<file path="src/hdl/assert_macros.svh">
// assertion helpers, sampled on the rising clock edge, off during reset
`ifndef ASSERT_MACROS_SVH
`define ASSERT_MACROS_SVH

// same-cycle implication
`define PFE_ASSERT_NOW(label, clk, rst_n, ante, cons) \
    label: assert property (@(posedge clk) disable iff (!rst_n) (ante) |-> (cons)) \
        else $error("assertion failed");

// next-cycle implication
`define PFE_ASSERT_NEXT(label, clk, rst_n, ante, cons) \
    label: assert property (@(posedge clk) disable iff (!rst_n) (ante) |=> (cons)) \
        else $error("assertion failed");

`endif

</file>
<file path="src/hdl/pfe_pkg.sv">
package pfe_pkg;

    localparam int FUNC_W    = 3;
    localparam int FNUM_W    = 29;
    localparam int VALUE_W   = 64;
    localparam int BYTE_W    = 8;
    localparam int GROUP_W   = 7;
    localparam int WT_W      = 3;
    localparam int COUNT_W   = 4;

    localparam logic [FUNC_W-1:0] FN_VARINT  = 3'd0;
    localparam logic [FUNC_W-1:0] FN_ZIGZAG  = 3'd1;
    localparam logic [FUNC_W-1:0] FN_FIXED32 = 3'd2;
    localparam logic [FUNC_W-1:0] FN_FIXED64 = 3'd3;
    localparam logic [FUNC_W-1:0] FN_LENHDR  = 3'd4;
    localparam logic [FUNC_W-1:0] FN_PAYLOAD = 3'd5;

    localparam logic [WT_W-1:0] WT_VARINT  = 3'd0;
    localparam logic [WT_W-1:0] WT_FIXED64 = 3'd1;
    localparam logic [WT_W-1:0] WT_LENGTH  = 3'd2;
    localparam logic [WT_W-1:0] WT_FIXED32 = 3'd5;

    localparam logic [COUNT_W-1:0] CNT_ONE     = 4'd1;
    localparam logic [COUNT_W-1:0] CNT_FIXED32 = 4'd4;
    localparam logic [COUNT_W-1:0] CNT_FIXED64 = 4'd8;

    typedef struct packed {
        logic [FUNC_W-1:0]  func;
        logic [FNUM_W-1:0]  field_id;
        logic [VALUE_W-1:0] value_bits;
    } t_req;

    typedef struct packed {
        logic [BYTE_W-1:0] out_byte;
        logic              last;
    } t_rsp;

    typedef enum logic [1:0] {
        S_IDLE,
        S_KEY,
        S_VAL
    } t_state;

    typedef enum logic {
        SM_VARINT,
        SM_FIXED
    } t_shift_mode;

    typedef struct packed {
        logic               load;
        logic               step;
        t_shift_mode        mode;
        logic [COUNT_W-1:0] count;
    } t_shift_ctl;

endpackage

</file>
<file path="src/hdl/pfe_shifter.sv">
module pfe_shifter
    import pfe_pkg::*;
(
    input  logic                  i_clk,
    input  logic                  i_rst_n,
    input  t_shift_ctl            i_ctl,
    input  logic [VALUE_W-1:0]    i_data,
    output logic [BYTE_W-1:0]     o_byte,
    output logic                  o_final
);

    logic [VALUE_W-1:0] r_data, n_data;
    t_shift_mode        r_mode, n_mode;
    logic [COUNT_W-1:0] r_count, n_count;
    logic               rest_nz;

    // more groups follow while anything above the low group is set
    assign rest_nz = |r_data[VALUE_W-1:GROUP_W];

    always_comb begin
        if (r_mode == SM_VARINT) begin
            o_byte  = {rest_nz, r_data[GROUP_W-1:0]};
            o_final = !rest_nz;
        end else begin
            o_byte  = r_data[BYTE_W-1:0];
            o_final = (r_count == CNT_ONE);
        end
    end

    always_comb begin
        n_data  = r_data;
        n_mode  = r_mode;
        n_count = r_count;
        if (i_ctl.load) begin
            n_data  = i_data;
            n_mode  = i_ctl.mode;
            n_count = i_ctl.count;
        end else if (i_ctl.step) begin
            if (r_mode == SM_VARINT) begin
                n_data = r_data >> GROUP_W;
            end else begin
                n_data  = r_data >> BYTE_W;
                n_count = r_count - CNT_ONE;
            end
        end
    end

    always_ff @(posedge i_clk) begin
        r_data <= n_data;
        if (!i_rst_n) begin
            r_mode  <= SM_VARINT;
            r_count <= '0;
        end else begin
            r_mode  <= n_mode;
            r_count <= n_count;
        end
    end

endmodule

</file>
<file path="src/hdl/protobuf_field_encoder_core.sv">
// a taken request loads the shift register; bytes then move into o_rsp at
// one wire byte per cycle from a 7/8-bit shift register while o_rsp is empty
// or drained; a request of 1 to 15 bytes holds o_ready low until all are out
// unknown function codes are taken and produce nothing
// reset: synchronous active-low i_rst_n, clears the sequencer and output valid
module protobuf_field_encoder_core
    import pfe_pkg::*;
(
    input  logic i_clk,
    input  logic i_rst_n,
    input  logic i_valid,
    output logic o_ready,
    input  t_req i_req,
    output logic o_valid,
    input  logic i_ready,
    output t_rsp o_rsp
);

`include "assert_macros.svh"

    t_state             r_state, n_state;
    logic [VALUE_W-1:0] r_value, n_value;
    t_shift_mode        r_val_mode, n_val_mode;
    logic [COUNT_W-1:0] r_val_count, n_val_count;
    logic               r_out_valid, n_out_valid;
    t_rsp               r_out, n_out;

    t_shift_ctl         shift_ctl;
    logic [VALUE_W-1:0] shift_data;
    logic [BYTE_W-1:0]  shift_byte;
    logic               shift_final;
    logic               in_fire;
    logic               emit;
    logic               func_known;
    logic [WT_W-1:0]    wire_type;
    logic [VALUE_W-1:0] key_word;
    logic [VALUE_W-1:0] zz_value;

    pfe_shifter u_shifter (
        .i_clk   (i_clk),
        .i_rst_n (i_rst_n),
        .i_ctl   (shift_ctl),
        .i_data  (shift_data),
        .o_byte  (shift_byte),
        .o_final (shift_final)
    );

    assign in_fire    = i_valid && o_ready;
    assign func_known = (i_req.func inside {FN_VARINT, FN_ZIGZAG, FN_FIXED32,
                                            FN_FIXED64, FN_LENHDR, FN_PAYLOAD});
    // a byte moves into the output register when it is empty or being drained
    assign emit       = (r_state != S_IDLE) && (!r_out_valid || i_ready);
    assign zz_value   = {i_req.value_bits[VALUE_W-2:0], 1'b0} ^
                        {VALUE_W{i_req.value_bits[VALUE_W-1]}};

    always_comb begin
        case (i_req.func)
            FN_FIXED32: wire_type = WT_FIXED32;
            FN_FIXED64: wire_type = WT_FIXED64;
            FN_LENHDR:  wire_type = WT_LENGTH;
            default:    wire_type = WT_VARINT;
        endcase
        key_word = {{(VALUE_W-FNUM_W-WT_W){1'b0}}, i_req.field_id, wire_type};
    end

    // next state
    always_comb begin
        n_state = r_state;
        case (r_state)
            S_IDLE: begin
                if (in_fire && func_known) begin
                    n_state = (i_req.func == FN_PAYLOAD) ? S_VAL : S_KEY;
                end
            end
            S_KEY: begin
                if (emit && shift_final) begin
                    n_state = S_VAL;
                end
            end
            S_VAL: begin
                if (emit && shift_final) begin
                    n_state = S_IDLE;
                end
            end
            default: n_state = S_IDLE;
        endcase
    end

    // outputs and datapath control
    always_comb begin
        o_ready         = 1'b0;
        shift_ctl.load  = 1'b0;
        shift_ctl.step  = 1'b0;
        shift_ctl.mode  = SM_VARINT;
        shift_ctl.count = CNT_ONE;
        shift_data      = key_word;
        n_value         = r_value;
        n_val_mode      = r_val_mode;
        n_val_count     = r_val_count;
        n_out_valid     = r_out_valid && !i_ready;
        n_out           = r_out;
        case (r_state)
            S_IDLE: begin
                o_ready = 1'b1;
                if (in_fire) begin
                    n_value     = (i_req.func == FN_ZIGZAG) ? zz_value : i_req.value_bits;
                    n_val_mode  = SM_VARINT;
                    n_val_count = CNT_ONE;
                    case (i_req.func)
                        FN_FIXED32: begin
                            n_val_mode  = SM_FIXED;
                            n_val_count = CNT_FIXED32;
                        end
                        FN_FIXED64: begin
                            n_val_mode  = SM_FIXED;
                            n_val_count = CNT_FIXED64;
                        end
                        default: ;
                    endcase
                    if (i_req.func == FN_PAYLOAD) begin
                        // the payload byte goes straight into the value phase
                        shift_ctl.load  = 1'b1;
                        shift_ctl.mode  = SM_FIXED;
                        shift_ctl.count = CNT_ONE;
                        shift_data      = i_req.value_bits;
                    end else if (func_known) begin
                        shift_ctl.load = 1'b1;
                    end
                end
            end
            S_KEY: begin
                if (emit) begin
                    n_out_valid  = 1'b1;
                    n_out.out_byte = shift_byte;
                    n_out.last   = 1'b0;
                    if (shift_final) begin
                        shift_ctl.load  = 1'b1;
                        shift_ctl.mode  = r_val_mode;
                        shift_ctl.count = r_val_count;
                        shift_data      = r_value;
                    end else begin
                        shift_ctl.step = 1'b1;
                    end
                end
            end
            S_VAL: begin
                if (emit) begin
                    n_out_valid    = 1'b1;
                    n_out.out_byte = shift_byte;
                    n_out.last     = shift_final;
                    shift_ctl.step = !shift_final;
                end
            end
            default: ;
        endcase
    end

    always_ff @(posedge i_clk) begin
        r_value     <= n_value;
        r_val_mode  <= n_val_mode;
        r_val_count <= n_val_count;
        r_out       <= n_out;
        if (!i_rst_n) begin
            r_state     <= S_IDLE;
            r_out_valid <= 1'b0;
        end else begin
            r_state     <= n_state;
            r_out_valid <= n_out_valid;
        end
    end

    assign o_valid = r_out_valid;
    assign o_rsp   = r_out;

    `PFE_ASSERT_NEXT(a_known_func_busy, i_clk, i_rst_n, in_fire && func_known, !o_ready)
    `PFE_ASSERT_NOW(a_idle_pending_is_last, i_clk, i_rst_n, (r_state == S_IDLE) && r_out_valid, r_out.last)
    `PFE_ASSERT_NEXT(a_key_to_value, i_clk, i_rst_n, (r_state == S_KEY) && emit && shift_final, r_state == S_VAL)
    `PFE_ASSERT_NEXT(a_unknown_func_idle, i_clk, i_rst_n, in_fire && !func_known, o_ready)

endmodule
</file>
<file path="config.mk">
export PLATFORM = sky130hd
export DESIGN_NAME = protobuf_field_encoder_core
export DESIGN_NICKNAME = d
export VERILOG_FILES = /design/src/hdl/pfe_pkg.sv /design/src/hdl/pfe_shifter.sv /design/src/hdl/protobuf_field_encoder_core.sv
export VERILOG_INCLUDE_DIRS = /design/src /design/src/hdl
export SDC_FILE = /design/constraint.sdc
export NUM_CORES = 1
export LEC_CHECK = 0
export BUFFER_PORTS_ARGS = -buffer_cell sky130_fd_sc_hd__clkbuf_2
export CAP_MARGIN = 20
export CORE_ASPECT_RATIO = 0.5
export CORE_MARGIN = 2
export CORE_UTILIZATION = 33
export CTS_BUF_LIST = sky130_fd_sc_hd__clkbuf_4
export CTS_CLUSTER_DIAMETER = 100
export DETAILED_ROUTE_END_ITERATION = 12
export PLACE_DENSITY_LB_ADDON = 0.12
export SYNTH_ARGS = -nofsm -noshare
export SYNTH_HDL_FRONTEND = slang
export SYNTH_SLANG_ARGS = --single-unit
</file>
<file path="constraint.sdc">
create_clock -name i_clk -period 16.95 [get_ports i_clk]
set_input_delay 2.5425 -clock i_clk [delete_from_list [all_inputs] [get_ports i_clk]]
set_output_delay 2.5425 -clock i_clk [all_outputs]
set_load 0.1 [all_outputs]
</file>
# Yosys cells after proc, flatten, opt, wreduce, memory -nomap -nowiden
# Index checks and enable logic that the tools add are counted.
[classes]
add_sub_neg = 1
eq_ne = 13
muxes = 41
n_bitwise = 1
n_reduce_logical = 24
[op_table]
columns = ["op", "count"]
rows = [
  ["64-bit two-way mux", 7],
  ["64-bit one-hot mux with 2 select lines", 1],
  ["64-bit XOR", 1],
  ["57-bit two-way mux", 1],
  ["57-bit OR reduction", 1],
  ["9-bit two-way mux", 2],
  ["9-bit one-hot mux with 2 select lines", 1],
  ["5-bit two-way mux", 3],
  ["4-bit two-way mux", 3],
  ["1-bit two-way mux", 11],
  ["2-bit != test, second input constant", 5],
  ["5-bit one-hot mux with 2 select lines", 1],
  ["3-bit one-hot mux with 3 select lines", 1],
  ["2-bit two-way mux", 4],
  ["8-bit two-way mux", 1],
  ["4-bit one-hot mux with 2 select lines", 1],
  ["2-bit nonzero test", 4],
  ["7-bit two-way mux", 1],
  ["3-bit by 2-bit == test with 1-bit output, second input constant", 2],
  ["3-bit == test, second input constant", 2],
  ["2-bit one-hot mux with 3 select lines", 1],
  ["3-bit AND reduction", 2],
  ["6-bit nonzero test", 1],
  ["1-bit logical AND", 5],
  ["other kinds (12)", 18],
]
[word_totals]
reg_bits = 150

# Depth between registers and ports, before layout
# Gate-level depths: netlist of run 1.
[logic_depth]
depth_word = 8
depth_mapped = 11
depth_no_buf = 8

# Cells and area by module
# Synthesis of run 1 repeated with hierarchy kept, for this count alone.
[unflattened]
hier_cells = 772
area_unflattened_um2 = 8401.8
[by_module_without_submodules]
columns = ["mod", "n_inst", "cells_per_inst", "area_per_inst_um2", "seq_area_each_um2"]
rows = [
  ["protobuf_field_encoder_core", 1, 448, 4747.1, 2372.3],
  ["pfe_shifter", 1, 324, 3654.8, 2021.9],
]

# Worst setup path before layout of run 1
# No wires, ideal clock.
[synth_timing]
kind = "input to register"
startpoint = "input port i_ready"
endpoint = "register u_shifter.r_data[0], enable pin"
setup_ns = 0.574
arrival_ns = 7.348
setup_slack_ns = 9.028
stages = 3
path_cell_list = "nand2b_1 -> nand4_1 -> o21ai_0"
[synth_between]
elab_chain_cells = 5
[synth_lines]
columns = ["element", "line_no", "source"]
rows = [
  ["start, declared", "protobuf_field_encoder_core.sv:15", "input logic i_ready,"],
  ["1-bit logical OR (*)", "protobuf_field_encoder_core.sv:52", "assign emit = (r_state != S_IDLE) && (!r_out_valid || i_ready);"],
  ["1-bit logical AND (*)", "protobuf_field_encoder_core.sv:52", ""],
  ["1-bit two-way mux or 7-bit two-way mux (tied branches)", "protobuf_field_encoder_core.sv:147, protobuf_field_encoder_core.sv:132", ""],
  ["1-bit one-hot mux with 2 select lines", "protobuf_field_encoder_core.sv:102", "case (r_state)"],
  ["2-bit nonzero test (no source line) (*)", "n/a", ""],
  ["end signal, assigned", "pfe_shifter.sv:49", "r_data <= n_data;"],
  ["end, declared", "pfe_shifter.sv:12", "logic [VALUE_W-1:0] r_data, n_data;"],
]
# Every way passes the cells marked *; elsewhere a longest branch is shown, timed or not.
# A chain may end at the register's enable or synchronous reset.

# Final worst setup path of run 1
[layout_timing]
startpoint = "input port i_ready"
endpoint = "register u_shifter.r_data[31], data pin"
[layout_between]
elab_chain_cells = 5
[layout_lines]
columns = ["element", "line_no", "source"]
rows = [
  ["1-bit logical OR (*)", "protobuf_field_encoder_core.sv:52", ""],
  ["1-bit logical AND (*)", "protobuf_field_encoder_core.sv:52", ""],
  ["64-bit two-way mux or 7-bit two-way mux (tied branches)", "protobuf_field_encoder_core.sv:132", "if (emit) begin"],
  ["64-bit one-hot mux with 2 select lines or 1-bit one-hot mux with 2 select lines (tied branches)", "protobuf_field_encoder_core.sv:102", ""],
  ["64-bit two-way mux (*)", "pfe_shifter.sv:34", "if (i_ctl.load) begin"],
  ["net u_shifter.n_data[31]", "pfe_shifter.sv:12", ""],
]
# Mark *: on every way through the listed nets, which the timed path passes. The rest lies on a longest branch.

==> results of run 1 <==
placed cells by master, fill, tap and decap left out, drive strengths merged, types with 9 or more instances in the layout:
| master | count |
|---|---|
| edfxtp | 141 |
| clkbuf | 126 |
| a21oi | 116 |
| nand2 | 73 |
| nor2 | 69 |
| xnor2 | 65 |
| a222oi | 33 |
| o21ai | 33 |
| mux2i | 25 |
| a22oi | 17 |
| nor4 | 16 |
| buf | 15 |
| a21o | 14 |
| inv | 11 |
| nor3 | 10 |
| a211o | 9 |
| clkinv | 9 |
cell families (layout without fill, tap and decap cells):
family	count (synthesis)	in the layout	synth area share, %
XOR/XNOR	65	65	7.04
buffers and inverters	71	165	3.49
adder cells (fa/ha/maj)	5	5	0.773
AO/OA/AOI/OAI	250	250	20.3
flip-flops	149	149	54.3
multiplexers	27	27	3.37
AND/OR/NAND/NOR	194	194	10.7
other	0	1	0
per-stage QoR:
step	hold WS, ns	util [%]
after floorplan	0.400	-
after global placement	0.403	37.2
after detailed placement	0.407	37.2
after CTS	0.438	38.2
after global routing	0.443	38.3
final	0.436	38.3
flip-flops by register name, summed over array words and instances (netlist names):
| signal | count |
|---|---|
| u_shifter.r_data | 64 |
| r_val_mode | 1 |
| u_shifter.r_mode | 1 |
| r_value | 64 |
| r_state | 2 |
| u_shifter.r_count | 4 |
| o_valid | 1 |
| o_rsp | 9 |
| r_val_count | 3 |
path summary, 6_finish.rpt:
check,from,end
max,i_ready,u_shifter.r_data[31]
min,u_shifter.r_data[5],o_rsp[6]
max reg2reg,u_shifter.r_data[51],u_shifter.r_data[31]
min reg2reg,u_shifter.r_data[5],o_rsp[6]
per-layer routing:
layer  GRT usage, %  part of all wire [%]
met3           3.39                   3.8
met4           3.71                  0.89
met2           29.1                    47
met5              0                     0
met1           25.8                    49
where the power goes:
| part | internal [W] | switching, W | leakage, nW | total [W] |
|---|---|---|---|---|
| Combinational | 0.000119 | 0.000266 | 1.81 | 0.000385 |
| Sequential | 0.000512 | 0.0000390 | 1.39 | 0.000551 |
| Clock | 0.0000581 | 0.000143 | 0.117 | 0.000201 |
| Total | 0.000690 | 0.000447 | 3.31 | 0.00114 |
worst reg2reg max path: stages, from the launching register on:
cell	delay [ns]
edfxtp_1	0.46
nor4_1	0.43
nand4_1	0.29
or4_4	0.65
a21oi_4	0.58
buf_4	0.62
nor3_1	0.20
a221o_1	0.28
area by class of cell:
class | instances | area, sq um | area share (%)
sequential | 149 | 4390 | 47.7
multi-input combinational | 541 | 3470 | 37.7
timing repair buffer | 124 | 678 | 7.36
antenna | 1 | 2.50 | 0.0272
tap | 315 | 394 | 4.28
clock buffer | 17 | 128 | 1.39
inverter | 9 | 33.8 | 0.367
clock inverter | 15 | 108 | 1.17
==> metrics.txt, run 1 <==
Worst R2R Setup Slack=13.19 ns; largest net degree at the start of global routing=97; Hold Crit Depth=0; Synth top area share=52.3%; Gate Count Post-Synth=761; Finished Cell Area=9210 sq um; vias in the first global route=6,066; top post-synthesis cells by count=edfxtp_1 (141), a21oi_1 (115), nand2_1 (73); Worst Path Buf+Inv=2; Tmin final=4.57 ns; clock slew at reported path FFs=0.13 ns; global route overflow=0; Root Driver=clkbuf_4; register bit total from synthesis=149; Port Buffer Count=110; clock latency on the worst-skew pair=0.57 ns; worst-path maximum fanout=55; Max Root-Sink Buffers=2; synthesized area=8090 sq um; final HPWL from detailed placement=15,000 um; Netlist cell types=50; CP top delay family=compound AO/OA/AOI/OAI gates; Initial Utilization=33.7%; Fillers=2,397; status=complete, no violations; slowest CP cell=buf_4; Non-Filler Instances=1,171; Startpoint Class=input pin; First-pass DRT Iterations=6; Final ANT Viol Nets=0; layout cells sized above 1=19.9%; wire length per cell=19.7 um; Post-synth EDFFs=141; endpoints failing hold=0; Yosys top cell by area=edfxtp_1; Avg Cell Area, Syn=10.6 sq um; Hold Crit Class=reg2reg; Slew Limit Fails=0; GP Congestion=0.782; vias per cell=5.43; CP Cell Sequence=clkbuf_2 > nand2b_1 > and2_0 > nand2_1 > a21oi_4 > buf_4 > nor3_1 > a221o_1; Die H=115 um; CTS tree=built; Area Growth Syn to Fin=13.8%; Overall Power=0.00114 W; # hold bufs at CTS=0; GRT Util Overall=18.2%; Fmax=219 MHz; worst slew pin tran=0.953 ns; first-pass GRT wire length=35,400 um; relative slew slack=36.5%; Num CTS Buffers=17; # Max-Cap Violations=0; Final Skew=0.0247 ns; Die ar.=25,900 sq um; initial DRC count=621; Power Density=123 nW/um^2; final worst-path cycle share=27.0%; H-tree lvl count=4; CP max stage delay=0.61 ns; RSZ-0062 raised after global routing=false; YS warnings=0; count leader, synth=edfxtp_1; Layout Nets=947; placed cell area=8950 sq um; Sum Neg Setup Slack=0 ns; Arr. time, crit path=4.89 ns; WS Path Type=in2reg; die width=225 um; Stages on worst setup path=8; Max VDD drop=0.0000433 V; placed cells=1,137; synth top area cells=edfxtp_1 (52%), a21oi_1 (7.1%), xnor2_1 (7.0%); Synthesized Nets=866; vias post-DR=6,356; Worst setup EP type=flop; I/O pin cnt=111; worst setup slack after placement=11.81 ns; worst endpoint required time=17.27 ns; Routed WL=23,100 um; Seq/Total Area, Yosys=54.3%; CTS sink cnt=149; worst r2r path cells=7; initial antenna violation count=1; Core Area=24,000 sq um; # setup viols final=0; row count=40; Most used DFF post-synth=edfxtp_1; # DRC=0; worst setup margin=12.38 ns; postcts setup bufs=0; Async SR Flop Fraction=0%; PostCTS Resize Cnt=0; Leak=3.31 nW
(Power assumes the default switching activity.)
==> run 2: changes to the inputs <==
==> constraint.sdc (replaced) <==
create_clock -name i_clk -period 4.2 [get_ports i_clk]
set_input_delay 0.63 -clock i_clk [delete_from_list [all_inputs] [get_ports i_clk]]
set_output_delay 0.63 -clock i_clk [all_outputs]
set_load 0.1 [all_outputs]
==> metrics.txt, run 2 (synthesis gave the netlist of run 1 again) <==
Num CTS Buffers=17; Power Density=506 nW/um^2; worst r2r path cells=7; # setup viols final=0; Seq pwr share=47.3%; worst slew pin tran=0.877 ns; CTS sink cnt=149; worst endpoint required time=4.48 ns; # hold bufs at CTS=0; Slew Limit Fails=0; Leak=3.34 nW; First-pass DRT Iterations=7; layout cells sized above 1=20.1%; vias per cell=5.40; RSZ-0062 raised after global routing=false; Hold Crit Class=in2reg; Reg-to-Reg Start=u_shifter.r_data[58]; Max VDD drop=0.000202 V; Sw Pwr=0.00179 W; min-delay src=i_req[59]; die width=225 um; status=complete, no violations; CP Capture Point=u_shifter.r_data[19]; Initial Utilization=33.7%; largest net degree at the start of global routing=127; CTS tree=built; Critical R2R Capture=u_shifter.r_data[19]; # Max-Cap Violations=0; commonest non-fill, non-tap cell in the layout=edfxtp_1; global route overflow=0; vias in the first global route=5,999; Sw Share=38.0%; H-tree lvl count=4; vias post-DR=6,320; Fillers=2,363; WS Path Type=reg2reg; relative slew slack=41.4%; GRT Util Overall=18.1%; I/O pin cnt=111; Die ar.=25,900 sq um; Tmin final=3.25 ns; Port Buffer Count=110; Sum Neg Setup Slack=0 ns; wire length per cell=19.5 um; Startpoint Class=flop; Core Area=24,000 sq um; cell internal pwr=0.00291 W; PostCTS Resize Cnt=0; Routed WL=22,900 um; postcts setup bufs=0; Overall Power=0.00470 W; final HPWL from detailed placement=15,200 um; Worst setup EP type=flop; endpoints failing hold=0; GP Congestion=0.767; Final Skew=0.0279 ns; worst-path maximum fanout=12; Worst R2R Setup Slack=0.95 ns; placed cells=1,138; initial DRC count=643; Logic pwr share=33.3%; first-pass GRT wire length=35,400 um; Root Driver=clkbuf_4; final worst-path cycle share=77.4%; Fmax=308 MHz; Area Growth Syn to Fin=14.8%; row count=40; Final ANT Viol Nets=0; Max Root-Sink Buffers=2; worst hold slack=0.428 ns; Worst Setup SP=u_shifter.r_data[58]; Non-Filler Instances=1,171; Clock Power Share=19.4%; clock latency on the worst-skew pair=0.55 ns; # DRC=0; most frequent cells in the layout=edfxtp_1 (141), a21oi_1 (114), clkbuf_2 (109); Final Util=38.7%; clock slew at reported path FFs=0.15 ns; initial antenna violation count=1; Arr. time, crit path=3.53 ns; Die H=115 um; Layout Nets=948
[run 2: changes by cell type in the layout (fill, tap and decap cells not counted), sizes merged]
cell / delta
clkinvlp: +1
clkinv: -3
buf: +1
inv: -1
bufinv: +2
[run 2: final cells by class]
cell class	count	area, sq um	share of cell area (%)
Inverter	9	33.8	0.364
Clock inverter	14	154	1.66
Timing Repair Buffer	125	711	7.65
Antenna cell	1	2.50	0.0269
Clock buffer	17	128	1.37
Multi-Input combinational cell	541	3470	37.4
Tap cell	315	394	4.24
Sequential cell	149	4390	47.3
[run 2: worst min path at each step]
stage,cells past startpoint,to
6_report,2,u_shifter.r_data[59]
3_3_place_gp,0,o_rsp[6]
3_5_place_dp,0,o_rsp[7]
2_1_floorplan,0,o_rsp[1]
5_1_grt,2,u_shifter.r_data[58]
4_1_cts,2,u_shifter.r_data[59]
[run 2: critical path, cell delays in order, from the launching register on]
cell	delay (ns)
edfxtp_1	0.45
nor4_1	0.41
nand4_1	0.23
or4_4	0.62
a31oi_2	0.69
buf_4	0.33
a211o_1	0.18
nand2_1	0.07
[run 2: layer usage]
layer / GRT usage, % / vias to the layer above / part of all wire, %
met5: 0 / - / 0
li1: - / 3057 / -
met1: 25.8 / 3093 / 49
met3: 3.46 / 15 / 4.2
met2: 28.5 / 155 / 46
met4: 4.19 / 0 / 0.88
[run 2: per-stage QoR]
| stage | setup slack [ns] | area (sq um) |
|---|---|---|
| 6_report | 0.950 | 9290 |
| 4_1_cts | 0.887 | 9260 |
| 3_3_place_gp | 0.937 | 8980 |
| 3_5_place_dp | 0.924 | 8980 |
| 5_1_grt | 0.692 | 9290 |
| 2_1_floorplan | 0.586 | 8100 |
[run 2: power by group through the flow]
| stage | registers, W | clock network, W | logic [W] |
|---|---|---|---|
| 2_1_floorplan | 0.00230 | 0 | 0.000995 |
| 5_1_grt | 0.00225 | 0.000997 | 0.00173 |
| 3_5_place_dp | 0.00225 | 0 | 0.00157 |
| 3_3_place_gp | 0.00225 | 0 | 0.00156 |
| 4_1_cts | 0.00222 | 0.000939 | 0.00158 |
| 6_report | 0.00222 | 0.000914 | 0.00157 |
==> run 3: changes to the inputs <==
==> constraint.sdc (replaced) <==
create_clock -name i_clk -period 2.6 [get_ports i_clk]
set_input_delay 0.39 -clock i_clk [delete_from_list [all_inputs] [get_ports i_clk]]
set_output_delay 0.39 -clock i_clk [all_outputs]
set_load 0.1 [all_outputs]
==> metrics.txt, run 3 (synthesis gave the netlist of run 1 again) <==
status=complete, but fails checks; violated checks=negative setup slack; Hold Path Sink=u_shifter.r_data[62]; Initial Utilization=33.7%; WS Path Type=reg2reg; Clock Power Share=21.7%; worst endpoint required time=3.02 ns; Sw Share=35.7%; clock slew at reported path FFs=0.14 ns; Reg-to-Reg Start=u_shifter.r_data[20]; initial DRC count=670; Core Area=24,000 sq um; endpoints failing hold=0; Area Growth Syn to Fin=28.7%; Tmin final=2.68 ns; Root Driver=clkbuf_4; vias in the first global route=6,425; H-tree lvl count=4; vias per cell=5.32; Die ar.=25,900 sq um; global route overflow=0; CP dominant cell by count=buf_8; vias post-DR=6,660; Port Buffer Count=110; most frequent cells in the layout=edfxtp_1 (141), a21oi_1 (112), clkbuf_2 (108); Hold Crit Class=in2reg; Worst R2R Setup Slack=-0.08 ns; initial antenna violation count=1; First-pass DRT Iterations=6; wire length per cell=19.8 um; CTS sink cnt=149; GP Congestion=0.819; Final Util=43.4%; RSZ-0062 raised after global routing=true; commonest non-fill, non-tap cell in the layout=edfxtp_1; Layout Nets=1,028; worst r2r path cells=9; row count=40; Routed WL=24,800 um; GRT Util Overall=19.4%; Seq pwr share=41.3%; Num CTS Buffers=17; Finished Cell Area=10,400 sq um; layout cells sized above 1=29.3%; relative slew slack=63.5%; Power Density=840 nW/um^2; Fmax=373 MHz; Slew Limit Fails=0; Die H=115 um; Final ANT Viol Nets=0; largest net degree at the start of global routing=87; Critical R2R Capture=u_shifter.r_data[18]; # Max-Cap Violations=0; placed cell area=9520 sq um; # setup viols final=26; Max VDD drop=0.000329 V; # hold bufs at CTS=0; CP Cell Sequence=nor4_2 > nand4_1 > or4_4 > a21oi_4 > buf_4 > buf_8 > buf_8 > a21oi_1 > a22oi_1; # DRC=0; Final Skew=0.0288 ns; min-delay src=i_req[62]; slowest CP cell=or4_4; Arr. time, crit path=3.10 ns; worst hold slack=0.120 ns; final HPWL from detailed placement=16,600 um; I/O pin cnt=111; cell internal pwr=0.00562 W; first-pass GRT wire length=37,500 um; worst setup margin=-0.0797 ns; Logic pwr share=37.0%; Hold Crit Depth=2; final worst-path cycle share=103%; clock latency on the worst-skew pair=0.60 ns; Leak=3.90 nW; CTS tree=built; worst slew pin tran=0.550 ns; Sw Pwr=0.00312 W; Startpoint Class=flop; Max Root-Sink Buffers=2; CP max stage delay=0.63 ns; die width=225 um; Worst setup EP type=flop; worst-path maximum fanout=8
==> run 3: changes by cell type in the layout (fill, tap and decap cells not counted), sizes merged <==
cell / before / now
buf: 16 / 91
inv: 10 / 7
clkinvlp: 5 / 3
bufinv: 2 / 6
o21ai: 33 / 34
clkbuf: 126 / 132
==> run 3: how the worst max path moves through the flow <==
stage | startpoint | endpoint | slack (ns)
after floorplan | r_state[0] | u_shifter.r_data[0] | 0.02
after global placement | u_shifter.r_data[58] | u_shifter.r_data[30] | -0.09
after detailed placement | u_shifter.r_data[58] | u_shifter.r_data[17] | -0.13
after CTS | u_shifter.r_data[40] | u_shifter.r_data[46] | 0.002
after global routing | u_shifter.r_data[8] | u_shifter.r_data[12] | -0.18
final | u_shifter.r_data[20] | u_shifter.r_data[18] | -0.08
==> run 3: stage by stage <==
step	setup slack, ns	TNS [ns]	std cells	total power, W
after CTS	0.00231	0	1226	0.00846
final	-0.0797	-0.952	1252	0.00875
after floorplan	0.0215	0	761	0.00534
after global placement	-0.0930	-5.06	1191	0.00653
after global routing	-0.176	-7.16	1252	0.00920
after detailed placement	-0.129	-6.42	1191	0.00655
==> run 3: final cells by class <==
class / count / area [sq um]
diodes: 1 / 2.50
clock buffers: 19 / 143
clock inverters: 13 / 230
fillers: 2323 / 13600
inverters: 9 / 37.5
multi-input cells: 542 / 3670
flip-flops and latches: 149 / 4400
well taps: 315 / 394
repair buffers: 204 / 1540
==> run 3: per-layer routing <==
metal	GRT usage (%)	routed length [um]
met1	26.9	11800
met2	31.0	11600
met3	3.72	1100
met4	5.47	317
met5	0	0
==> run 3: power by group through the flow <==
| stage | clock network, W | registers (W) | logic (W) |
|---|---|---|---|
| after floorplan | 0 | 0.00369 | 0.00165 |
| after global placement | 0 | 0.00364 | 0.00289 |
| after detailed placement | 0 | 0.00363 | 0.00292 |
| after CTS | 0.00192 | 0.00359 | 0.00295 |
| after global routing | 0.00203 | 0.00365 | 0.00352 |
| final | 0.00190 | 0.00361 | 0.00324 |
==> run 3: what timing repair did <==
| action | 4_1_cts | 5_1_grt |
|---|---|---|
| resized for setup | 7 | 38 |
| setup endpoints to repair | 127 | 122 |
| setup buffers | 3 | 18 |
| gates cloned | 0 | 7 |
| pin swaps | 2 | 29 |
==> run 3: critical path: cells and delay by family, from the launching register on <==
family | cells | cell delay (ns)
and+or+nand+nor | 3 | 1.22
DFF | 1 | 0.48
AOI/OAI and AO/OA | 3 | 0.42
buffers and inverters | 3 | 0.39
